File: src/rtl/fdrs_pkg.sv
// ----------------------------------------------------------------------------
// fdrs_pkg
// Shared types and codes of the F-LOOK disk request scheduler: operation and
// status codes, controller states, command and status groups.
// ----------------------------------------------------------------------------
package fdrs_pkg;

    localparam logic OP_ENQUEUE = 1'b0;
    localparam logic OP_SELECT  = 1'b1;

    localparam logic [1:0] STATUS_OK    = 2'd0;
    localparam logic [1:0] STATUS_EMPTY = 2'd1;
    localparam logic [1:0] STATUS_FULL  = 2'd2;

    typedef enum logic [2:0] {
        ST_IDLE,
        ST_DECODE,
        ST_SCAN,
        ST_PICK,
        ST_SHIFT,
        ST_FINISH
    } state_t;

    typedef struct packed {
        logic accept;
        logic enq_write;
        logic enq_reject;
        logic swap;
        logic report_empty;
        logic scan_start;
        logic scan_step;
        logic pick;
        logic shift_step;
        logic load_out;
    } ctrl_cmd_t;

    typedef struct packed {
        logic op_select;
        logic act_empty;
        logic pend_empty;
        logic pend_full;
        logic scan_last;
        logic shift_done;
        logic out_free;
    } dp_status_t;

endpackage

File: src/rtl/fdrs_ram.sv
// ----------------------------------------------------------------------------
// fdrs_ram
// Generic simple dual-port RAM: one write port, one read port with
// registered read data.
// ----------------------------------------------------------------------------
module fdrs_ram #(
    parameter int WIDTH = 24,
    parameter int DEPTH = 32,
    localparam int AW   = $clog2(DEPTH)
) (
    input  logic             clk,
    input  logic             we,
    input  logic [AW-1:0]    waddr,
    input  logic [WIDTH-1:0] wdata,
    input  logic [AW-1:0]    raddr,
    output logic [WIDTH-1:0] rdata
);

    logic [WIDTH-1:0] mem [DEPTH];
    logic [WIDTH-1:0] rdata_reg;

    always_ff @(posedge clk)
    begin
        if (we)
        begin
            mem[waddr] <= wdata;
        end
        rdata_reg <= mem[raddr];
    end

    assign rdata = rdata_reg;

endmodule

File: src/rtl/fdrs_ctrl.sv
// ----------------------------------------------------------------------------
// fdrs_ctrl
// Controller of the scheduler: sequences decode, queue scan, pick, removal
// shift and result hand-off for one item at a time.
// ----------------------------------------------------------------------------
module fdrs_ctrl (
    input  logic                 clk,
    input  logic                 rst_n,
    input  logic                 in_valid,
    output logic                 in_stall,
    input  fdrs_pkg::dp_status_t sts,
    output fdrs_pkg::ctrl_cmd_t  cmd
);

    fdrs_pkg::state_t state_reg;
    fdrs_pkg::state_t state_next;

    always_ff @(posedge clk or negedge rst_n)
    begin
        if (!rst_n)
        begin
            state_reg <= fdrs_pkg::ST_IDLE;
        end
        else
        begin
            state_reg <= state_next;
        end
    end

    always_comb
    begin
        state_next = state_reg;
        case (state_reg)
            fdrs_pkg::ST_IDLE:
            begin
                if (in_valid)
                begin
                    state_next = fdrs_pkg::ST_DECODE;
                end
            end
            fdrs_pkg::ST_DECODE:
            begin
                if (!sts.op_select || (sts.act_empty && sts.pend_empty))
                begin
                    state_next = fdrs_pkg::ST_FINISH;
                end
                else
                begin
                    state_next = fdrs_pkg::ST_SCAN;
                end
            end
            fdrs_pkg::ST_SCAN:
            begin
                if (sts.scan_last)
                begin
                    state_next = fdrs_pkg::ST_PICK;
                end
            end
            fdrs_pkg::ST_PICK:
            begin
                state_next = fdrs_pkg::ST_SHIFT;
            end
            fdrs_pkg::ST_SHIFT:
            begin
                if (sts.shift_done)
                begin
                    state_next = fdrs_pkg::ST_FINISH;
                end
            end
            fdrs_pkg::ST_FINISH:
            begin
                if (sts.out_free)
                begin
                    state_next = fdrs_pkg::ST_IDLE;
                end
            end
            default:
            begin
                state_next = fdrs_pkg::ST_IDLE;
            end
        endcase
    end

    always_comb
    begin
        cmd      = '0;
        in_stall = 1'b1;
        case (state_reg)
            fdrs_pkg::ST_IDLE:
            begin
                in_stall   = 1'b0;
                cmd.accept = in_valid;
            end
            fdrs_pkg::ST_DECODE:
            begin
                cmd.enq_write    = !sts.op_select && !sts.pend_full;
                cmd.enq_reject   = !sts.op_select && sts.pend_full;
                cmd.swap         = sts.op_select && sts.act_empty && !sts.pend_empty;
                cmd.report_empty = sts.op_select && sts.act_empty && sts.pend_empty;
                cmd.scan_start   = sts.op_select && !(sts.act_empty && sts.pend_empty);
            end
            fdrs_pkg::ST_SCAN:
            begin
                cmd.scan_step = 1'b1;
            end
            fdrs_pkg::ST_PICK:
            begin
                cmd.pick = 1'b1;
            end
            fdrs_pkg::ST_SHIFT:
            begin
                cmd.shift_step = !sts.shift_done;
            end
            fdrs_pkg::ST_FINISH:
            begin
                cmd.load_out = sts.out_free;
            end
            default:
            begin
                cmd = '0;
            end
        endcase
    end

endmodule

File: src/rtl/fdrs_datapath.sv
// ----------------------------------------------------------------------------
// fdrs_datapath
// Datapath of the scheduler: queue counts and bank select, LOOK scan over
// the active queue, removal shift, result and output registers.
// ----------------------------------------------------------------------------
module fdrs_datapath #(
    parameter int QUEUE_DEPTH = 16,
    parameter int TRACK_BITS  = 16,
    parameter int ID_BITS     = 8,
    localparam int IW         = $clog2(QUEUE_DEPTH),
    localparam int CW         = $clog2(QUEUE_DEPTH + 1),
    localparam int AW         = IW + 1,
    localparam int DW         = ID_BITS + TRACK_BITS
) (
    input  logic                  clk,
    input  logic                  rst_n,
    input  fdrs_pkg::ctrl_cmd_t   cmd,
    output fdrs_pkg::dp_status_t  sts,
    input  logic                  operation,
    input  logic [ID_BITS-1:0]    request_id,
    input  logic [TRACK_BITS-1:0] target_track,
    input  logic [TRACK_BITS-1:0] head_track,
    output logic                  ram_we,
    output logic [AW-1:0]         ram_waddr,
    output logic [DW-1:0]         ram_wdata,
    output logic [AW-1:0]         ram_raddr,
    input  logic [DW-1:0]         ram_rdata,
    input  logic                  out_stall,
    output logic                  out_valid,
    output logic [1:0]            status,
    output logic [ID_BITS-1:0]    chosen_id,
    output logic [TRACK_BITS-1:0] chosen_track,
    output logic                  sweeping_up
);

    // latched item
    logic                  op_reg;
    logic [ID_BITS-1:0]    id_reg;
    logic [TRACK_BITS-1:0] trk_reg;
    logic [TRACK_BITS-1:0] head_reg;

    // queue state
    logic          act_bank_reg, act_bank_next;
    logic [CW-1:0] act_cnt_reg, act_cnt_next;
    logic [CW-1:0] pend_cnt_reg, pend_cnt_next;
    logic          dir_reg, dir_next;

    // scan and shift
    logic [CW-1:0] scan_cnt_reg, scan_cnt_next;
    logic [CW-1:0] shift_cnt_reg, shift_cnt_next;
    logic          sh_wr_vld_reg, sh_wr_vld_next;
    logic [IW-1:0] sh_wr_idx_reg, sh_wr_idx_next;

    logic                  near_found_reg, near_found_next;
    logic [IW-1:0]         near_idx_reg, near_idx_next;
    logic [ID_BITS-1:0]    near_id_reg, near_id_next;
    logic [TRACK_BITS-1:0] near_trk_reg, near_trk_next;
    logic [IW-1:0]         far_idx_reg, far_idx_next;
    logic [ID_BITS-1:0]    far_id_reg, far_id_next;
    logic [TRACK_BITS-1:0] far_trk_reg, far_trk_next;

    // result and output
    logic [1:0]            res_status_reg, res_status_next;
    logic [ID_BITS-1:0]    res_id_reg, res_id_next;
    logic [TRACK_BITS-1:0] res_trk_reg, res_trk_next;
    logic                  out_valid_reg, out_valid_next;
    logic [1:0]            out_status_reg, out_status_next;
    logic [ID_BITS-1:0]    out_id_reg, out_id_next;
    logic [TRACK_BITS-1:0] out_trk_reg, out_trk_next;
    logic                  out_up_reg, out_up_next;

    logic [ID_BITS-1:0]    e_id;
    logic [TRACK_BITS-1:0] e_trk;
    logic [CW-1:0]         pidx_full;
    logic [IW-1:0]         pidx;
    logic                  proc;
    logic                  first;
    logic                  far_better;
    logic                  ahead;
    logic                  near_better;
    logic [IW-1:0]         pick_idx;
    logic [CW-1:0]         shift_prev;
    logic [IW-1:0]         rd_idx;

    assign e_id      = ram_rdata[DW-1:TRACK_BITS];
    assign e_trk     = ram_rdata[TRACK_BITS-1:0];
    assign pidx_full = scan_cnt_reg - CW'(1);
    assign pidx      = pidx_full[IW-1:0];
    assign proc      = cmd.scan_step && (scan_cnt_reg != '0);
    assign first     = (scan_cnt_reg == CW'(1));
    assign far_better  = dir_reg ? (e_trk > far_trk_reg) : (e_trk < far_trk_reg);
    assign ahead       = dir_reg ? (e_trk >= head_reg) : (e_trk <= head_reg);
    assign near_better = !near_found_reg
                       || (dir_reg ? (e_trk < near_trk_reg) : (e_trk > near_trk_reg));
    assign pick_idx    = near_found_reg ? near_idx_reg : far_idx_reg;
    assign shift_prev  = shift_cnt_reg - CW'(1);

    // memory ports
    assign rd_idx    = cmd.shift_step ? shift_cnt_reg[IW-1:0] : scan_cnt_reg[IW-1:0];
    assign ram_raddr = {act_bank_reg, rd_idx};

    always_comb
    begin
        ram_we    = 1'b0;
        ram_waddr = {act_bank_reg, sh_wr_idx_reg};
        ram_wdata = ram_rdata;
        if (sh_wr_vld_reg)
        begin
            ram_we = 1'b1;
        end
        else if (cmd.enq_write)
        begin
            ram_we    = 1'b1;
            ram_waddr = {~act_bank_reg, pend_cnt_reg[IW-1:0]};
            ram_wdata = {id_reg, trk_reg};
        end
    end

    // status to controller
    always_comb
    begin
        sts.op_select  = (op_reg == fdrs_pkg::OP_SELECT);
        sts.act_empty  = (act_cnt_reg == '0);
        sts.pend_empty = (pend_cnt_reg == '0);
        sts.pend_full  = (pend_cnt_reg == CW'(QUEUE_DEPTH));
        sts.scan_last  = (scan_cnt_reg == act_cnt_reg);
        sts.shift_done = (shift_cnt_reg > act_cnt_reg);
        sts.out_free   = !out_valid_reg || !out_stall;
    end

    always_comb
    begin
        act_bank_next   = act_bank_reg;
        act_cnt_next    = act_cnt_reg;
        pend_cnt_next   = pend_cnt_reg;
        dir_next        = dir_reg;
        scan_cnt_next   = scan_cnt_reg;
        shift_cnt_next  = shift_cnt_reg;
        sh_wr_vld_next  = cmd.shift_step;
        sh_wr_idx_next  = shift_prev[IW-1:0];
        near_found_next = near_found_reg;
        near_idx_next   = near_idx_reg;
        near_id_next    = near_id_reg;
        near_trk_next   = near_trk_reg;
        far_idx_next    = far_idx_reg;
        far_id_next     = far_id_reg;
        far_trk_next    = far_trk_reg;
        res_status_next = res_status_reg;
        res_id_next     = res_id_reg;
        res_trk_next    = res_trk_reg;
        out_valid_next  = out_valid_reg;
        out_status_next = out_status_reg;
        out_id_next     = out_id_reg;
        out_trk_next    = out_trk_reg;
        out_up_next     = out_up_reg;

        if (cmd.enq_write)
        begin
            pend_cnt_next   = pend_cnt_reg + CW'(1);
            res_status_next = fdrs_pkg::STATUS_OK;
            res_id_next     = '0;
            res_trk_next    = '0;
        end
        if (cmd.enq_reject)
        begin
            res_status_next = fdrs_pkg::STATUS_FULL;
            res_id_next     = '0;
            res_trk_next    = '0;
        end
        if (cmd.report_empty)
        begin
            res_status_next = fdrs_pkg::STATUS_EMPTY;
            res_id_next     = '0;
            res_trk_next    = '0;
        end
        if (cmd.swap)
        begin
            act_bank_next = ~act_bank_reg;
            act_cnt_next  = pend_cnt_reg;
            pend_cnt_next = '0;
        end
        if (cmd.scan_start)
        begin
            scan_cnt_next   = '0;
            near_found_next = 1'b0;
        end
        if (cmd.scan_step)
        begin
            scan_cnt_next = scan_cnt_reg + CW'(1);
        end
        if (proc)
        begin
            if (first || far_better)
            begin
                far_idx_next = pidx;
                far_id_next  = e_id;
                far_trk_next = e_trk;
            end
            if (ahead && (first || near_better))
            begin
                near_found_next = 1'b1;
                near_idx_next   = pidx;
                near_id_next    = e_id;
                near_trk_next   = e_trk;
            end
        end
        if (cmd.pick)
        begin
            res_status_next = fdrs_pkg::STATUS_OK;
            res_id_next     = near_found_reg ? near_id_reg : far_id_reg;
            res_trk_next    = near_found_reg ? near_trk_reg : far_trk_reg;
            if (!near_found_reg)
            begin
                dir_next = ~dir_reg;
            end
            act_cnt_next   = act_cnt_reg - CW'(1);
            shift_cnt_next = CW'(pick_idx) + CW'(1);
        end
        if (cmd.shift_step)
        begin
            shift_cnt_next = shift_cnt_reg + CW'(1);
        end
        if (cmd.load_out)
        begin
            out_valid_next  = 1'b1;
            out_status_next = res_status_reg;
            out_id_next     = res_id_reg;
            out_trk_next    = res_trk_reg;
            out_up_next     = dir_reg;
        end
        else if (out_valid_reg && !out_stall)
        begin
            out_valid_next = 1'b0;
        end
    end

    always_ff @(posedge clk or negedge rst_n)
    begin
        if (!rst_n)
        begin
            act_bank_reg  <= 1'b0;
            act_cnt_reg   <= '0;
            pend_cnt_reg  <= '0;
            dir_reg       <= 1'b1;
            scan_cnt_reg  <= '0;
            shift_cnt_reg <= '0;
            sh_wr_vld_reg <= 1'b0;
            out_valid_reg <= 1'b0;
        end
        else
        begin
            act_bank_reg  <= act_bank_next;
            act_cnt_reg   <= act_cnt_next;
            pend_cnt_reg  <= pend_cnt_next;
            dir_reg       <= dir_next;
            scan_cnt_reg  <= scan_cnt_next;
            shift_cnt_reg <= shift_cnt_next;
            sh_wr_vld_reg <= sh_wr_vld_next;
            out_valid_reg <= out_valid_next;
        end
    end

    always_ff @(posedge clk)
    begin
        if (cmd.accept)
        begin
            op_reg   <= operation;
            id_reg   <= request_id;
            trk_reg  <= target_track;
            head_reg <= head_track;
        end
        sh_wr_idx_reg  <= sh_wr_idx_next;
        near_found_reg <= near_found_next;
        near_idx_reg   <= near_idx_next;
        near_id_reg    <= near_id_next;
        near_trk_reg   <= near_trk_next;
        far_idx_reg    <= far_idx_next;
        far_id_reg     <= far_id_next;
        far_trk_reg    <= far_trk_next;
        res_status_reg <= res_status_next;
        res_id_reg     <= res_id_next;
        res_trk_reg    <= res_trk_next;
        out_status_reg <= out_status_next;
        out_id_reg     <= out_id_next;
        out_trk_reg    <= out_trk_next;
        out_up_reg     <= out_up_next;
    end

    assign out_valid    = out_valid_reg;
    assign status       = out_status_reg;
    assign chosen_id    = out_id_reg;
    assign chosen_track = out_trk_reg;
    assign sweeping_up  = out_up_reg;

endmodule

File: src/rtl/flook_disk_request_scheduler_top.sv
// Steps: an enqueue passes decode and result load; a select on empty queues likewise;
// a select with active entries passes decode, the scan (one compare per RAM read),
// pick, the removal shift of the entries behind the pick, result load and output.
// Throughput: one item at a time; the scan and shift over the single queue RAM set it.
// Reset: asynchronous, active low; both queues empty, sweep upward, no result pending.
// ----------------------------------------------------------------------------
// flook_disk_request_scheduler_top
// F-LOOK disk request scheduler: pending and active queues in one two-bank
// RAM, LOOK pick over the active queue, ordered removal.
// ----------------------------------------------------------------------------
module flook_disk_request_scheduler_top #(
    parameter int QUEUE_DEPTH = 16,
    parameter int TRACK_BITS  = 16,
    parameter int ID_BITS     = 8
) (
    input  logic                  clk,
    input  logic                  rst_n,
    input  logic                  in_valid,
    output logic                  in_stall,
    input  logic                  operation,
    input  logic [ID_BITS-1:0]    request_id,
    input  logic [TRACK_BITS-1:0] target_track,
    input  logic [TRACK_BITS-1:0] head_track,
    output logic                  out_valid,
    input  logic                  out_stall,
    output logic [1:0]            status,
    output logic [ID_BITS-1:0]    chosen_id,
    output logic [TRACK_BITS-1:0] chosen_track,
    output logic                  sweeping_up
);

    localparam int AW = $clog2(QUEUE_DEPTH) + 1;
    localparam int DW = ID_BITS + TRACK_BITS;

    fdrs_pkg::ctrl_cmd_t  cmd;
    fdrs_pkg::dp_status_t sts;

    logic          ram_we;
    logic [AW-1:0] ram_waddr;
    logic [DW-1:0] ram_wdata;
    logic [AW-1:0] ram_raddr;
    logic [DW-1:0] ram_rdata;

    fdrs_ctrl u_ctrl (
        .clk      (clk),
        .rst_n    (rst_n),
        .in_valid (in_valid),
        .in_stall (in_stall),
        .sts      (sts),
        .cmd      (cmd)
    );

    fdrs_datapath #(
        .QUEUE_DEPTH (QUEUE_DEPTH),
        .TRACK_BITS  (TRACK_BITS),
        .ID_BITS     (ID_BITS)
    ) u_dp (
        .clk          (clk),
        .rst_n        (rst_n),
        .cmd          (cmd),
        .sts          (sts),
        .operation    (operation),
        .request_id   (request_id),
        .target_track (target_track),
        .head_track   (head_track),
        .ram_we       (ram_we),
        .ram_waddr    (ram_waddr),
        .ram_wdata    (ram_wdata),
        .ram_raddr    (ram_raddr),
        .ram_rdata    (ram_rdata),
        .out_stall    (out_stall),
        .out_valid    (out_valid),
        .status       (status),
        .chosen_id    (chosen_id),
        .chosen_track (chosen_track),
        .sweeping_up  (sweeping_up)
    );

    fdrs_ram #(
        .WIDTH (DW),
        .DEPTH (1 << AW)
    ) u_ram (
        .clk   (clk),
        .we    (ram_we),
        .waddr (ram_waddr),
        .wdata (ram_wdata),
        .raddr (ram_raddr),
        .rdata (ram_rdata)
    );

endmodule

File: config.mk
export PLATFORM = sky130hd
export DESIGN_NAME = flook_disk_request_scheduler_top
export DESIGN_NICKNAME = d
export VERILOG_FILES = /design/src/rtl/fdrs_pkg.sv /design/src/rtl/fdrs_ram.sv /design/src/rtl/fdrs_ctrl.sv /design/src/rtl/fdrs_datapath.sv /design/src/rtl/flook_disk_request_scheduler_top.sv
export SDC_FILE = /design/constraint.sdc
export NUM_CORES = 1
export LEC_CHECK = 0
export ABC_AREA = 1
export BUFFER_PORTS_ARGS = -buffer_cell sky130_fd_sc_hd__buf_2
export CAP_MARGIN = 20
export CELL_PAD_IN_SITES_DETAIL_PLACEMENT = 1
export CELL_PAD_IN_SITES_GLOBAL_PLACEMENT = 1
export CORE_UTILIZATION = 25
export CTS_BUF_LIST = sky130_fd_sc_hd__clkbuf_8
export DETAILED_ROUTE_END_ITERATION = 8
export HOLD_SLACK_MARGIN = 0.03
export PLACE_DENSITY_LB_ADDON = 0.1
export SLEW_MARGIN = 20
export SYNTH_ARGS = -nofsm -noshare
export SYNTH_HDL_FRONTEND = slang
export SYNTH_HIERARCHICAL = 1
export SYNTH_SLANG_ARGS = --single-unit
File: constraint.sdc
create_clock -name clk -period 8.4 [get_ports clk]
set_clock_uncertainty 0.2 [all_clocks]
set_input_delay 0.84 -clock clk [delete_from_list [all_inputs] [get_ports clk]]
set_output_delay 0.84 -clock clk [all_outputs]
set_load 0.01 [all_outputs]
# ---- Word level (Yosys, flattened, before mapping)
# Memory sizes are Yosys's and may differ from the RTL's. A register that Yosys moved wholly into a read port is not among the register bits.
# Cells that the tools add are included.
# W data, S select, Z words.
dict set report classes {
  addsub 7
  n_lt_le_gt_ge 7
  eq_ne 12
  muxes 52
  n_bitwise 3
  reduce_logical 40
}
# op n
set ops {}
lappend ops {{$mux W16} 5}
lappend ops {{$mux W5} 11}
lappend ops {{$mux W24} 2}
lappend ops {{$mux W8} 5}
lappend ops {{$gt A16 B16 Y1} 2}
lappend ops {{$lt A16 B16 Y1} 2}
lappend ops {{$mux W1} 19}
lappend ops {{$pmux W3 S6} 1}
lappend ops {{$ge A16 B16 Y1} 1}
lappend ops {{$le A16 B16 Y1} 1}
lappend ops {{$add A5 B1 Y5 const B} 3}
lappend ops {{$mux W3} 5}
lappend ops {{$reduce_bool A2 Y1} 6}
lappend ops {{$logic_and A1 B1 Y1} 10}
lappend ops {{$logic_not A5 Y1} 2}
lappend ops {{$logic_not A1 Y1} 8}
lappend ops {{$mux W4} 2}
lappend ops {{$sub A4 B1 Y4 const B} 2}
lappend ops {{$eq A3 B2 Y1 const B} 2}
lappend ops {{$eq A3 B3 Y1 const B} 2}
lappend ops {{$reduce_and A2 Y1} 3}
lappend ops {{$add A4 B1 Y5 const B} 1}
lappend ops {{$eq A5 B1 Y1 const B} 1}
lappend ops {{$eq A5 B5 Y1} 1}
lappend ops {{15 further kinds} 24}
dict set report totals {
  ff_bits 182
  ram_bits 768
  in_bits 45
  output_inout_bits 29
  word_cells 151
  n_memories 1
}
# memory words width read_ports rd_clocked_by_memory_dff write_ports line
set mem_list {}
lappend mem_list {u_ram.mem 32 24 1 1 1 fdrs_ram.sv:19} ;# logic [WIDTH-1:0] mem [DEPTH];

# ---- Depth between registers and ports, before layout
dict set report logic_depth {
  ltp_word 9
  depth_mapped 22
  ltp_nobuf 19
}

# ---- Hierarchy
# The synthesis kept the hierarchy.
# mod n_inst cells_per_inst area_each_um2 seq_area_each_um2
set by_module_without_submodules {}
lappend by_module_without_submodules {fdrs_ram 1 2665 31760.5 23542.6}
lappend by_module_without_submodules {fdrs_datapath 1 713 8298.0 5186.2}
lappend by_module_without_submodules {fdrs_ctrl 1 47 266.5 75.1}

# ---- Worst setup path before layout
# No wires, ideal clock.
dict set report synth_path {
  path_type {input port to flip-flop}
  from {input out_stall}
  to {register u_dp.out_id_reg[0] (netlist: u_dp/chosen_id[0]), enable pin}
  setup_ns 0.482
  arrival_ns 3.611
  t_required_ns 7.718
  path_slack_ns 4.106
  stages 3
  n_path_buf 0
  cell_sequence {nand2_1 > inv_1 > nor4_1}
}
# item line
set synth_lines {}
lappend synth_lines {{start: declaration} flook_disk_request_scheduler_top.sv:25} ;# input logic out_stall,
lappend synth_lines {{end signal: assignment} fdrs_datapath.sv:284} ;# out_id_reg <= out_id_next;
lappend synth_lines {{end: declaration} fdrs_datapath.sv:68} ;# logic [ID_BITS-1:0] out_id_reg, out_id_next;

==> impl_metrics.ini <==
[sta]
rsz0062_at_grt = no
timing.final.hold_violations = 0
timing.final.crit_period_ns = 5.42
fin_crit_sh_pct = 64.6
slew_violations = 0
max_freq_ghz = 0.184
worst_slack_ns = 2.98
finalSetupViolCount = 0
worstMarginPinSlew_ns = 1.12
tns_ns = 0
whs_ns = 0.161
maxSlewHeadroom_pct = 25.2

[power_and_ir_drop]
p_leak_nw = 17.4
p_per_area_nw_per_um2 = 394
finalPower_mw = 18.4
ir_drop_mv = 0.335

[yosys]
synth_top_area_share_pct = 68.2
syn-cell-area_um2 = 40300
synthCells = 3425
ys_ff_latch = 974
syn_nets = 3533
synthArstFlopShare_pct = 2.77
synth_area_leaders = edfxtp_1 (68%), nand2_1 (11%), nand3_1 (7.6%)
netlist.top_cell.by_area = edfxtp_1
syn_area_per_cell_um2 = 11.8
synthFlopType = edfxtp_1
ys.warnings.count = 6
ys_types = 41
seq_area_frac_synth_pct = 71.4
synth_edf_count = 916

[flow_run]
cap_violations = 0

[setup_path]
r2r_setup_slack_ns = 2.98
reg2reg_depth = 10
reg2reg_to = u_ram/mem[5][15]$_DFFE_PP_
critPathLaunchType = register
worst-endpoint-arrival_ns = 5.71
worstPathMaxFanout = 34
crit-reg2reg-launch = u_dp/pend_cnt_reg[0]$_DFFE_PN0P_
critPathKind = reg -> reg
endpoint_kind = register
crit_required_ns = 8.69

[die]
core_area_um2 = 160000
placementRows = 147
die_height_um = 404
io_pins = 74
start_util_pct = 25.1
dieArea_um2 = 163000
fp.dieW_um = 404

[finish]
utilization_pct = 29.1
num-nets-final = 3693
drive_gt1_share_pct = 11.1
largest_register_ffs = 768
final_common_cell = nand2_1
syn_to_final_growth_pct = 15.7
layout_common_cells = nand2_1 (1191), edfxtp_1 (916), nand3_1 (611)

[run_status]
outcome = complete, no violations

[global_route]
overflow = 0
grt_pass1_wl_um = 198000
antenna_found_initial = 12
grtUsageTotal_pct = 16.9
grt_pass1_vias = 27600
grt_start_max_net_pins = 152

[min_path]
worstHoldPathCells = 3
hp-start = in_valid
hp-class = in -> reg
min_to = u_dp/op_reg$_DFFE_PP_

[clocking]
numClockSinks = 974
cts_resized = 0
cts_setup_buffers = 0
holdBufCountCts = 43
cts_root_buffer = clkbuf_8
numCtsBuffers = 179
tritoncts = built
clock_path_buffers = 3
clkLatencyLatePin_ns = 0.89
htree_levels = 4
clk_pin_slew_worst_paths_ns = 0.06

[drt]
wl_per_cell_um = 23.2
drcViolationCount = 0
wl_um = 137000
drtIter0Drc = 1421
ant_nets = 0
vias = 26300
dr.pass1.iters = 5
via_per_inst = 4.46

[placed_design]
dp_hpwl_um = 78300
gp_congestion = 0.731
pre_cts_slack_ns = 2.96
portBuffers = 73
## worst max path at each step
stage,startpoint,endpoint,slack (ns),cells after the start
finish,u_dp/pend_cnt_reg[0]$_DFFE_PN0P_,u_ram/mem[5][15]$_DFFE_PP_,2.98,10
CTS,u_dp/pend_cnt_reg[1]$_DFFE_PN0P_,u_ram/mem[21][15]$_DFFE_PP_,2.91,10
floorplan,out_stall,u_dp/chosen_id[0]$_DFFE_PP_,4.11,3
global placement,u_dp/pend_cnt_reg[1]$_DFFE_PN0P_,u_ram/mem[17][6]$_DFFE_PP_,2.96,10
global route,u_dp/pend_cnt_reg[1]$_DFFE_PN0P_,u_ram/mem[5][15]$_DFFE_PP_,2.66,10
detailed placement,u_dp/pend_cnt_reg[0]$_DFFE_PN0P_,u_ram/mem[21][10]$_DFFE_PP_,2.96,10
## where the power goes
part | switching, mW | internal (mW)
Combinational | 5.58 | 1.66
Sequential | 0.402 | 6.55
Clock | 2.07 | 2.12
Total | 8.05 | 10.3
## synth_stat cells, types with 3 or more instances
library cell / n
a21oi_1: 48
buf_1: 5
buf_2: 104
buf_4: 10
buf_6: 39
clkbuf_1: 19
dfrtp_1: 26
dfxtp_1: 31
edfxtp_1: 916
ha_1: 63
inv_1: 119
inv_2: 4
mux2_2: 24
nand2_1: 1191
nand2_2: 3
nand3_1: 611
nand3_2: 3
nand4_1: 6
nor2_1: 94
nor2_2: 4
nor3_1: 9
o21ai_0: 54
o21ai_1: 6
o21ai_2: 3
xor2_1: 12
## per-layer routing
layer	track usage (%)	wire, um	up-vias
li1	-	-	12300
met1	23.2	65200	13400
met2	27.1	63600	426
met3	3.11	5150	187
met4	4.76	2830	0
met5	0	0	-
## logic make-up (layout without fill, tap and decap cells)
| group | Yosys count | after routing | synth area share, % |
|---|---|---|---|
| simple gates | 1924 | 1924 | 20.0 |
| xor+xnor | 14 | 14 | 0.304 |
| compound gates | 123 | 123 | 1.64 |
| mux | 24 | 24 | 0.670 |
| other cells | 0 | 7 | 0 |
| fa+ha+maj | 63 | 63 | 1.95 |
| buf+inv | 303 | 604 | 4.01 |
| flops | 974 | 974 | 71.4 |
## area by class of cell
cell class | count | area (um2)
flip-flops and latches | 974 | 28800
diodes | 7 | 17.5
multi-input cells | 2148 | 10200
well taps | 2160 | 2700
inverters | 125 | 494
clock inverters | 127 | 533
repair buffers | 157 | 1210
clock buffers | 195 | 2680
fillers | 17800 | 114000
## critical path: stages, from the launching register on
cell and delay (ns):
dfrtp_1 0.36, inv_1 0.10, ha_1 0.21, nand3_1 0.11, nor2_1 0.09, nor3_1 0.88, nand2_2 0.08, buf_4 0.35
o21ai_0 0.58, nand3_1 0.88, nor2_4 1.16
## per-stage QoR
stage	area [um2]	cells
after floorplan	40300	3425
final	46700	5893
after CTS	46600	5885
after global routing	46700	5888
after global placement	42900	5518
after detailed placement	43000	5520
Note: power is estimated with default switching activity, not from simulation.
